### src/rtl/core/hat_pkg.sv
// shared types and constants of the heap allocation tracker
package hat_pkg;

    localparam int TABLE_SLOTS_DEF  = 16;
    localparam int ADDRESS_BITS_DEF = 16;
    localparam int FIELD_ADDR_BITS  = 16;
    localparam int SLOT_FIELD_BITS  = 4;

    typedef enum logic {
        EV_ALLOC   = 1'b0,
        EV_RELEASE = 1'b1
    } kind_t;

    typedef enum logic [2:0] {
        ST_ALLOC     = 3'd0,
        ST_FULL      = 3'd1,
        ST_FREED     = 3'd2,
        ST_UNTRACKED = 3'd3,
        ST_NULL      = 3'd4
    } status_t;

    typedef struct packed {
        kind_t       kind;
        logic [15:0] address;
        logic [15:0] block_size;
    } in_t;

    typedef struct packed {
        status_t                    status;
        logic [SLOT_FIELD_BITS-1:0] slot;
        logic [15:0]                released_size;
        logic [15:0]                bytes_in_use;
        logic [15:0]                total_allocated;
        logic [15:0]                total_freed;
        logic [15:0]                alloc_events;
        logic [15:0]                free_events;
    } out_t;

    typedef struct packed {
        logic load;
        logic issue;
        logic commit;
    } dp_cmd_t;

    typedef struct packed {
        logic is_null;
        logic hit;
        logic scan_end;
    } dp_stat_t;

endpackage

### src/rtl/core/heap_allocation_tracker_core.sv
// Heap allocation tracker: keeps a table of TABLE_SLOTS live heap blocks (address and size)
// and running byte and event totals that wrap at 16 bits. Each allocation or release event
// on the s_ channel yields one result on the m_ channel. Events are handled one at a time:
// the slot table sits in single-port memories that are scanned one slot per cycle from slot
// 0 upward, stopping at the first free slot (allocation) or the first live slot with the same
// address (release); a null address is reported without a scan. The result waits in an output
// register, so a stalled m_ channel holds back only the commit of the following event.
module heap_allocation_tracker_core import hat_pkg::*; #(
    parameter int TABLE_SLOTS  = TABLE_SLOTS_DEF,
    parameter int ADDRESS_BITS = ADDRESS_BITS_DEF
) (
    input  logic aclk,
    input  logic aresetn,
    input  logic s_valid,
    output logic s_ready,
    input  in_t  s_payload,
    output logic m_valid,
    input  logic m_ready,
    output out_t m_payload
);

    dp_cmd_t  cmd;
    dp_stat_t stat;

    hat_ctrl u_ctrl (
        .aclk    (aclk),
        .aresetn (aresetn),
        .s_valid (s_valid),
        .s_ready (s_ready),
        .m_valid (m_valid),
        .m_ready (m_ready),
        .stat    (stat),
        .cmd     (cmd)
    );

    hat_datapath #(
        .TABLE_SLOTS  (TABLE_SLOTS),
        .ADDRESS_BITS (ADDRESS_BITS)
    ) u_datapath (
        .aclk      (aclk),
        .aresetn   (aresetn),
        .s_payload (s_payload),
        .cmd       (cmd),
        .stat      (stat),
        .m_payload (m_payload)
    );

endmodule

### src/rtl/core/hat_ctrl.sv
// controller state machine: accept, slot scan, commit and result handshake
module hat_ctrl import hat_pkg::*; (
    input  logic     aclk,
    input  logic     aresetn,
    input  logic     s_valid,
    output logic     s_ready,
    output logic     m_valid,
    input  logic     m_ready,
    input  dp_stat_t stat,
    output dp_cmd_t  cmd
);

    typedef enum logic [2:0] {
        S_IDLE   = 3'b001,
        S_SCAN   = 3'b010,
        S_COMMIT = 3'b100
    } state_t;

    state_t state_reg, state_next;
    logic   m_valid_reg, m_valid_next;

    always_comb begin
        cmd        = '0;
        state_next = state_reg;
        unique case (state_reg)
            S_IDLE: begin
                if (s_valid) begin
                    cmd.load   = 1'b1;
                    state_next = S_SCAN;
                end
            end
            S_SCAN: begin
                if (stat.is_null || stat.hit || stat.scan_end) begin
                    state_next = S_COMMIT;
                end else begin
                    cmd.issue = 1'b1;
                end
            end
            S_COMMIT: begin
                // wait until the result register is free
                if (!m_valid_reg || m_ready) begin
                    cmd.commit = 1'b1;
                    state_next = S_IDLE;
                end
            end
            default: begin
                state_next = S_IDLE;
            end
        endcase
    end

    always_comb begin
        if (cmd.commit) begin
            m_valid_next = 1'b1;
        end else if (m_ready) begin
            m_valid_next = 1'b0;
        end else begin
            m_valid_next = m_valid_reg;
        end
    end

    always_ff @(posedge aclk) begin
        if (!aresetn) begin
            state_reg   <= S_IDLE;
            m_valid_reg <= 1'b0;
        end else begin
            state_reg   <= state_next;
            m_valid_reg <= m_valid_next;
        end
    end

    assign s_ready = (state_reg == S_IDLE);
    assign m_valid = m_valid_reg;

endmodule

### src/rtl/core/hat_datapath.sv
// datapath: event registers, slot table, scan pipeline, counters and result register
module hat_datapath import hat_pkg::*; #(
    parameter int TABLE_SLOTS  = TABLE_SLOTS_DEF,
    parameter int ADDRESS_BITS = ADDRESS_BITS_DEF
) (
    input  logic     aclk,
    input  logic     aresetn,
    input  in_t      s_payload,
    input  dp_cmd_t  cmd,
    output dp_stat_t stat,
    output out_t     m_payload
);

    localparam int KEY_BITS = (ADDRESS_BITS < FIELD_ADDR_BITS) ? ADDRESS_BITS : FIELD_ADDR_BITS;
    localparam int IDX_W    = (TABLE_SLOTS > 1) ? $clog2(TABLE_SLOTS) : 1;
    localparam int CNT_W    = $clog2(TABLE_SLOTS + 1);
    localparam int SLOT_EXT = (IDX_W > SLOT_FIELD_BITS) ? IDX_W : SLOT_FIELD_BITS;

    // event under work
    kind_t                kind_reg;
    logic [KEY_BITS-1:0]  key_reg;
    logic [15:0]          size_reg;

    // slot table
    logic [TABLE_SLOTS-1:0] slot_valid_reg, slot_valid_next;
    logic [KEY_BITS-1:0]    addr_mem [TABLE_SLOTS];
    logic [15:0]            size_mem [TABLE_SLOTS];

    // scan pipeline
    logic [CNT_W-1:0]    idx_reg;
    logic                rd_live_reg;
    logic                rd_valid_reg;
    logic [KEY_BITS-1:0] rd_key_reg;
    logic [15:0]         rd_size_reg;
    logic [IDX_W-1:0]    rd_idx_reg;

    // running totals
    logic [15:0] in_use_reg, in_use_next;
    logic [15:0] alloc_sum_reg, alloc_sum_next;
    logic [15:0] freed_sum_reg, freed_sum_next;
    logic [15:0] alloc_cnt_reg, alloc_cnt_next;
    logic [15:0] free_cnt_reg, free_cnt_next;

    out_t                out_reg, out_next;
    logic                match;
    logic                do_alloc;
    logic                do_free;
    logic [SLOT_EXT-1:0] slot_ext;

    assign match = (kind_reg == EV_ALLOC) ? !rd_valid_reg
                                          : (rd_valid_reg && (rd_key_reg == key_reg));

    assign stat.is_null  = (key_reg == '0);
    assign stat.hit      = rd_live_reg && match;
    assign stat.scan_end = (idx_reg == CNT_W'(TABLE_SLOTS));

    assign do_alloc = cmd.commit && !stat.is_null && stat.hit && (kind_reg == EV_ALLOC);
    assign do_free  = cmd.commit && !stat.is_null && stat.hit && (kind_reg == EV_RELEASE);
    assign slot_ext = SLOT_EXT'(rd_idx_reg);

    always_comb begin
        slot_valid_next = slot_valid_reg;
        in_use_next     = in_use_reg;
        alloc_sum_next  = alloc_sum_reg;
        freed_sum_next  = freed_sum_reg;
        alloc_cnt_next  = alloc_cnt_reg;
        free_cnt_next   = free_cnt_reg;
        if (do_alloc) begin
            slot_valid_next[rd_idx_reg] = 1'b1;
            in_use_next    = in_use_reg + size_reg;
            alloc_sum_next = alloc_sum_reg + size_reg;
            alloc_cnt_next = alloc_cnt_reg + 16'd1;
        end
        if (do_free) begin
            slot_valid_next[rd_idx_reg] = 1'b0;
            in_use_next    = in_use_reg - rd_size_reg;
            freed_sum_next = freed_sum_reg + rd_size_reg;
            free_cnt_next  = free_cnt_reg + 16'd1;
        end
    end

    always_comb begin
        out_next.slot            = '0;
        out_next.released_size   = '0;
        out_next.bytes_in_use    = in_use_next;
        out_next.total_allocated = alloc_sum_next;
        out_next.total_freed     = freed_sum_next;
        out_next.alloc_events    = alloc_cnt_next;
        out_next.free_events     = free_cnt_next;
        if (stat.is_null) begin
            out_next.status = ST_NULL;
        end else if (kind_reg == EV_ALLOC) begin
            out_next.status = stat.hit ? ST_ALLOC : ST_FULL;
        end else begin
            out_next.status = stat.hit ? ST_FREED : ST_UNTRACKED;
        end
        if (do_alloc || do_free) begin
            out_next.slot = slot_ext[SLOT_FIELD_BITS-1:0];
        end
        if (do_free) begin
            out_next.released_size = rd_size_reg;
        end
    end

    always_ff @(posedge aclk) begin
        if (!aresetn) begin
            slot_valid_reg <= '0;
            idx_reg        <= '0;
            rd_live_reg    <= 1'b0;
            in_use_reg     <= '0;
            alloc_sum_reg  <= '0;
            freed_sum_reg  <= '0;
            alloc_cnt_reg  <= '0;
            free_cnt_reg   <= '0;
        end else begin
            slot_valid_reg <= slot_valid_next;
            in_use_reg     <= in_use_next;
            alloc_sum_reg  <= alloc_sum_next;
            freed_sum_reg  <= freed_sum_next;
            alloc_cnt_reg  <= alloc_cnt_next;
            free_cnt_reg   <= free_cnt_next;
            if (cmd.load) begin
                idx_reg     <= '0;
                rd_live_reg <= 1'b0;
            end else if (cmd.issue) begin
                idx_reg     <= idx_reg + CNT_W'(1);
                rd_live_reg <= 1'b1;
            end
        end
    end

    // payload registers and slot memories
    always_ff @(posedge aclk) begin
        if (cmd.load) begin
            kind_reg <= s_payload.kind;
            key_reg  <= s_payload.address[KEY_BITS-1:0];
            size_reg <= s_payload.block_size;
        end
        if (cmd.issue) begin
            rd_valid_reg <= slot_valid_reg[idx_reg[IDX_W-1:0]];
            rd_key_reg   <= addr_mem[idx_reg[IDX_W-1:0]];
            rd_size_reg  <= size_mem[idx_reg[IDX_W-1:0]];
            rd_idx_reg   <= idx_reg[IDX_W-1:0];
        end
        if (do_alloc) begin
            addr_mem[rd_idx_reg] <= key_reg;
            size_mem[rd_idx_reg] <= size_reg;
        end
        if (cmd.commit) begin
            out_reg <= out_next;
        end
    end

    assign m_payload = out_reg;

endmodule

### config.mk
export PLATFORM = sky130hd
export DESIGN_NAME = heap_allocation_tracker_core
export DESIGN_NICKNAME = d
export VERILOG_FILES = /design/src/rtl/core/hat_pkg.sv /design/src/rtl/core/heap_allocation_tracker_core.sv /design/src/rtl/core/hat_ctrl.sv /design/src/rtl/core/hat_datapath.sv
export SDC_FILE = /design/constraint.sdc
export NUM_CORES = 1
export LEC_CHECK = 0
export BUFFER_PORTS_ARGS = -buffer_cell sky130_fd_sc_hd__buf_4
export CORE_MARGIN = 3
export CORE_UTILIZATION = 35
export CTS_CLUSTER_DIAMETER = 40
export DETAILED_ROUTE_END_ITERATION = 10
export PLACE_DENSITY_LB_ADDON = 0.05
export SLEW_MARGIN = 20
export SYNTH_ARGS = -nofsm -noshare
export SYNTH_HDL_FRONTEND = slang
export SYNTH_SLANG_ARGS = --single-unit
### constraint.sdc
create_clock -name aclk -period 10.4 [get_ports aclk]
set_input_delay 1.56 -clock aclk [delete_from_list [all_inputs] [get_ports aclk]]
set_output_delay 1.56 -clock aclk [all_outputs]
set_load 0.005 [all_outputs]
==> flow_metrics.env <==
export IMPL_worstHoldPathCells=2
export IMPL_gp_congestion=0.8395
export IMPL_antenna_found_initial=0
export IMPL_cp_data_arrival_time_ps=4600
export IMPL_drv_slew=0
export IMPL_synth_xor_area_share_pct=2.437
export IMPL_ys_flop_type="edfxtp_1"
export IMPL_fin_nets=2237
export IMPL_syn_area_um2=32340
export IMPL_netlist_instances=1887
export IMPL_clock_path_buffers=3
export IMPL_period_needed_ps=4050
export IMPL_hold_buffers=0
export IMPL_vias_per_cell=5.155
export IMPL_max_slew_margin_rel_pct=30.36
export IMPL_status="finished clean"
export IMPL_crit_chain="xor2_1, nor4_4, nand4_4, o31ai_4, and2b_1, nand2_2, o311ai_0, o41ai_1"
export IMPL_n_fill_cell=8109
export IMPL_dieHeight_um=310.0
export IMPL_final_common_cell="edfxtp_1"
export IMPL_grt_usage_pct=17.76
export IMPL_min_period_over_period_pct=38.94
export IMPL_synth_mux_area_share_pct=11.84
export IMPL_holdPathEnd="u_datapath.slot_valid_reg[3]"
export IMPL_grt_max_degree=61
export IMPL_core_um2=90840
export IMPL_cp_top_family="simple AND/OR/NAND/NOR gates"
export IMPL_netlist_area_leader_share_pct=63.60
export IMPL_start_util_pct=35.61
export IMPL_place_ws_ps=6019
export IMPL_totalWireLength_mm=83.77
export IMPL_num_vias=17590
export IMPL_crit_required_ps=10960
export IMPL_slowest_delay_ps=850
export IMPL_setup_tns_final_ps=0
export IMPL_seq_area_um2=22700
export IMPL_numCtsBuffers=131
export IMPL_multi_input_area_um2=9293
export IMPL_ys_warnings_count=0
export IMPL_critPathBufInv=0
export IMPL_r2r_end="u_datapath.slot_valid_reg[2]"
export IMPL_power_density_nw_per_um2=202.3
export IMPL_port_buffers=141
export IMPL_r2r_start="u_datapath.key_reg[6]"
export IMPL_ys_seq_area_share_pct=70.16
export IMPL_fmax_ghz=0.2469
export IMPL_cp_start_kind="flop"
export IMPL_slowest_stage="and2b_1"
export IMPL_ioPinCount=142
export IMPL_wl_per_cell_um=24.54
export IMPL_critPathKind="reg -> reg"
export IMPL_area_delta_synth_final_pct=22.17
export IMPL_detail_route_iter0_violations=1049
export IMPL_post_cts_setup_buffers=0
export IMPL_setup_violations=0
export IMPL_synth_edff_count=685
export IMPL_yosysTopAreaCell="edfxtp_1"
export IMPL_ff2ff_setup_slack_ps=6350
export IMPL_ctsRootBufferMaster="clkbuf_16"
export IMPL_cts_sinks=791
export IMPL_synthesis_nets=1992
export IMPL_clock_latency_ps=710
export IMPL_finalClockSkew_ps=24.07
export IMPL_die_x_um=310.0
export IMPL_drive_above_1_share_pct=27.09
export IMPL_final_hold_viol_count=0
export IMPL_crit_path_end_kind="flop"
export IMPL_drcViolationCount=0
export IMPL_ant_nets=0
export IMPL_syn_area_per_cell_um2=17.14
export IMPL_cts_tree="yes"
export IMPL_synth_simple_gate_area_share_pct=6.847
export IMPL_setup_slack_ps=6350
export IMPL_clkSlewWorstSetupHoldPaths_ps=50
export IMPL_synth_area_leaders="edfxtp_1, mux4_2, dfxtp_1"
export IMPL_cts_htree_levels=4
export IMPL_dr_pass1_iters=5
export IMPL_antenna_cells=0
export IMPL_die_area_um2=96100
export IMPL_p_leak_nw=13.48
export IMPL_irDropWorstVdd_v=0.0001604
export IMPL_worst_pin_slew_ps=1045
export IMPL_r2r_cells=8
export IMPL_rsz0062_at_grt="false"
export IMPL_synth_compound_area_share_pct=4.522
export IMPL_synth_top_family_by_area="multiplexers"
export IMPL_maxCapViolations=0
export IMPL_synth_cell_type_count=73
export IMPL_dp_hpwl_mm=51.12
export IMPL_ys_ff_latch=791
export IMPL_grt_overflow=0
export IMPL_worstPathMaxFanout=28
export IMPL_grt_pass1_wl_mm=123.6
export IMPL_grt_pass1_vias=18430
export IMPL_post_cts_resized=0
export IMPL_yosys_area_share_adder_pct=2.723
export IMPL_hp_class="reg -> reg"
export IMPL_async_flop_share_pct=0
export IMPL_hold_start="u_datapath.slot_valid_reg[3]"
export IMPL_mostFrequentLayoutCells="edfxtp_1, buf_4, mux4_2"
export IMPL_row_count=110
==> cells in the mapped netlist (3+ instances only) <==
cell type  number
nand2_1       101
and2_1         75
o21bai_1        4
buf_1          10
edfxtp_1      685
a31oi_1         9
dfxtp_1       106
and3_1         11
a21oi_1        57
o31ai_1         7
or3_1           9
o21ai_1         4
nor2b_1         9
nor3_1         21
o21ai_0        53
a21boi_0        5
ha_1           64
a211oi_1        9
o211ai_1        7
or2_2           5
xor2_1         40
nor2_1         78
mux4_2        165
nor4_1         24
nand2b_1       12
xnor2_1        50
o41ai_1         3
inv_1          47
mux2i_1         8
clkbuf_1       49
mux2_2          3
nor3b_1         6
nand4_1        20
buf_2          12
o2111ai_1       4
nand3_1        24
o311ai_0        5
nand3b_1        5
o21a_1         24
a21o_1          9
fa_1            4
a41oi_1         3
==> layer usage <==
metal / track usage [%] / vias up / wire [um]
met2: 29.30 / 422 / 40670
met1: 23.35 / 9007 / 36810
li1: - / 8010 / -
met3: 3.458 / 154 / 3774
met4: 6.732 / 0 / 2525
met5: 0 / - / 0
==> power by group <==
group	internal [mW]	switching [mW]	total, mW
clock network	2.82	1.53	4.35
registers	3.47	0.0373	3.50
logic	0.0494	0.0899	0.139
==> how the worst max path moves through the flow <==
stage / startpoint / to / slack (ps) / cells after the start
floorplan: m_ready / u_datapath.addr_mem[8][0] / 5820 / 9
global placement: m_ready / u_datapath.addr_mem[7][15] / 6050 / 7
detailed placement: m_ready / u_datapath.addr_mem[5][15] / 6020 / 8
CTS: u_datapath.key_reg[6] / u_datapath.slot_valid_reg[2] / 6310 / 8
global route: u_datapath.key_reg[3] / u_datapath.slot_valid_reg[2] / 6040 / 8
finish: u_datapath.key_reg[6] / u_datapath.slot_valid_reg[2] / 6350 / 8
==> cell families (layout without fill, tap and decap cells) <==
logic type                 Yosys count  after routing
and+or+nand+nor                    418            418
xor gates and xnor gates            90             90
muxes                              176            176
adders and majority gates           68             68
AOI/OAI and AO/OA                  223            223
DFF                                791            791
buffers and inverters              121            471
==> worst register-to-register path: cells and delay by family, from the launching register on <==
family	cells	cell delay (ps)
DFF	1	760
AOI/OAI and AO/OA	3	1030
xor gates and xnor gates	1	260
and+or+nand+nor	4	1850
==> layout make-up <==
type	count	area share, %
timing repair buffer	185	3.524
inverter	48	0.4560
sequential	791	57.45
clock buffer	153	8.847
tap	1176	3.724
clock inverter	85	2.479
multi-input combinational	975	23.52
==> metrics by stage <==
stage | hold WS, ps | area, um2 | utilization (%) | instances | power (mW)
CTS | 474.9 | 39510 | 43.50 | 3413 | 8.112
global route | 492.4 | 39510 | 43.50 | 3413 | 8.265
detailed placement | 468.9 | 35030 | 38.57 | 3175 | 3.710
finish | 478.0 | 39510 | 43.50 | 3413 | 7.994
floorplan | 406.4 | 32340 | - | 1887 | 3.628
global placement | 458.7 | 35030 | 38.57 | 3175 | 3.707
Note: power is estimated with default switching activity, not from simulation.
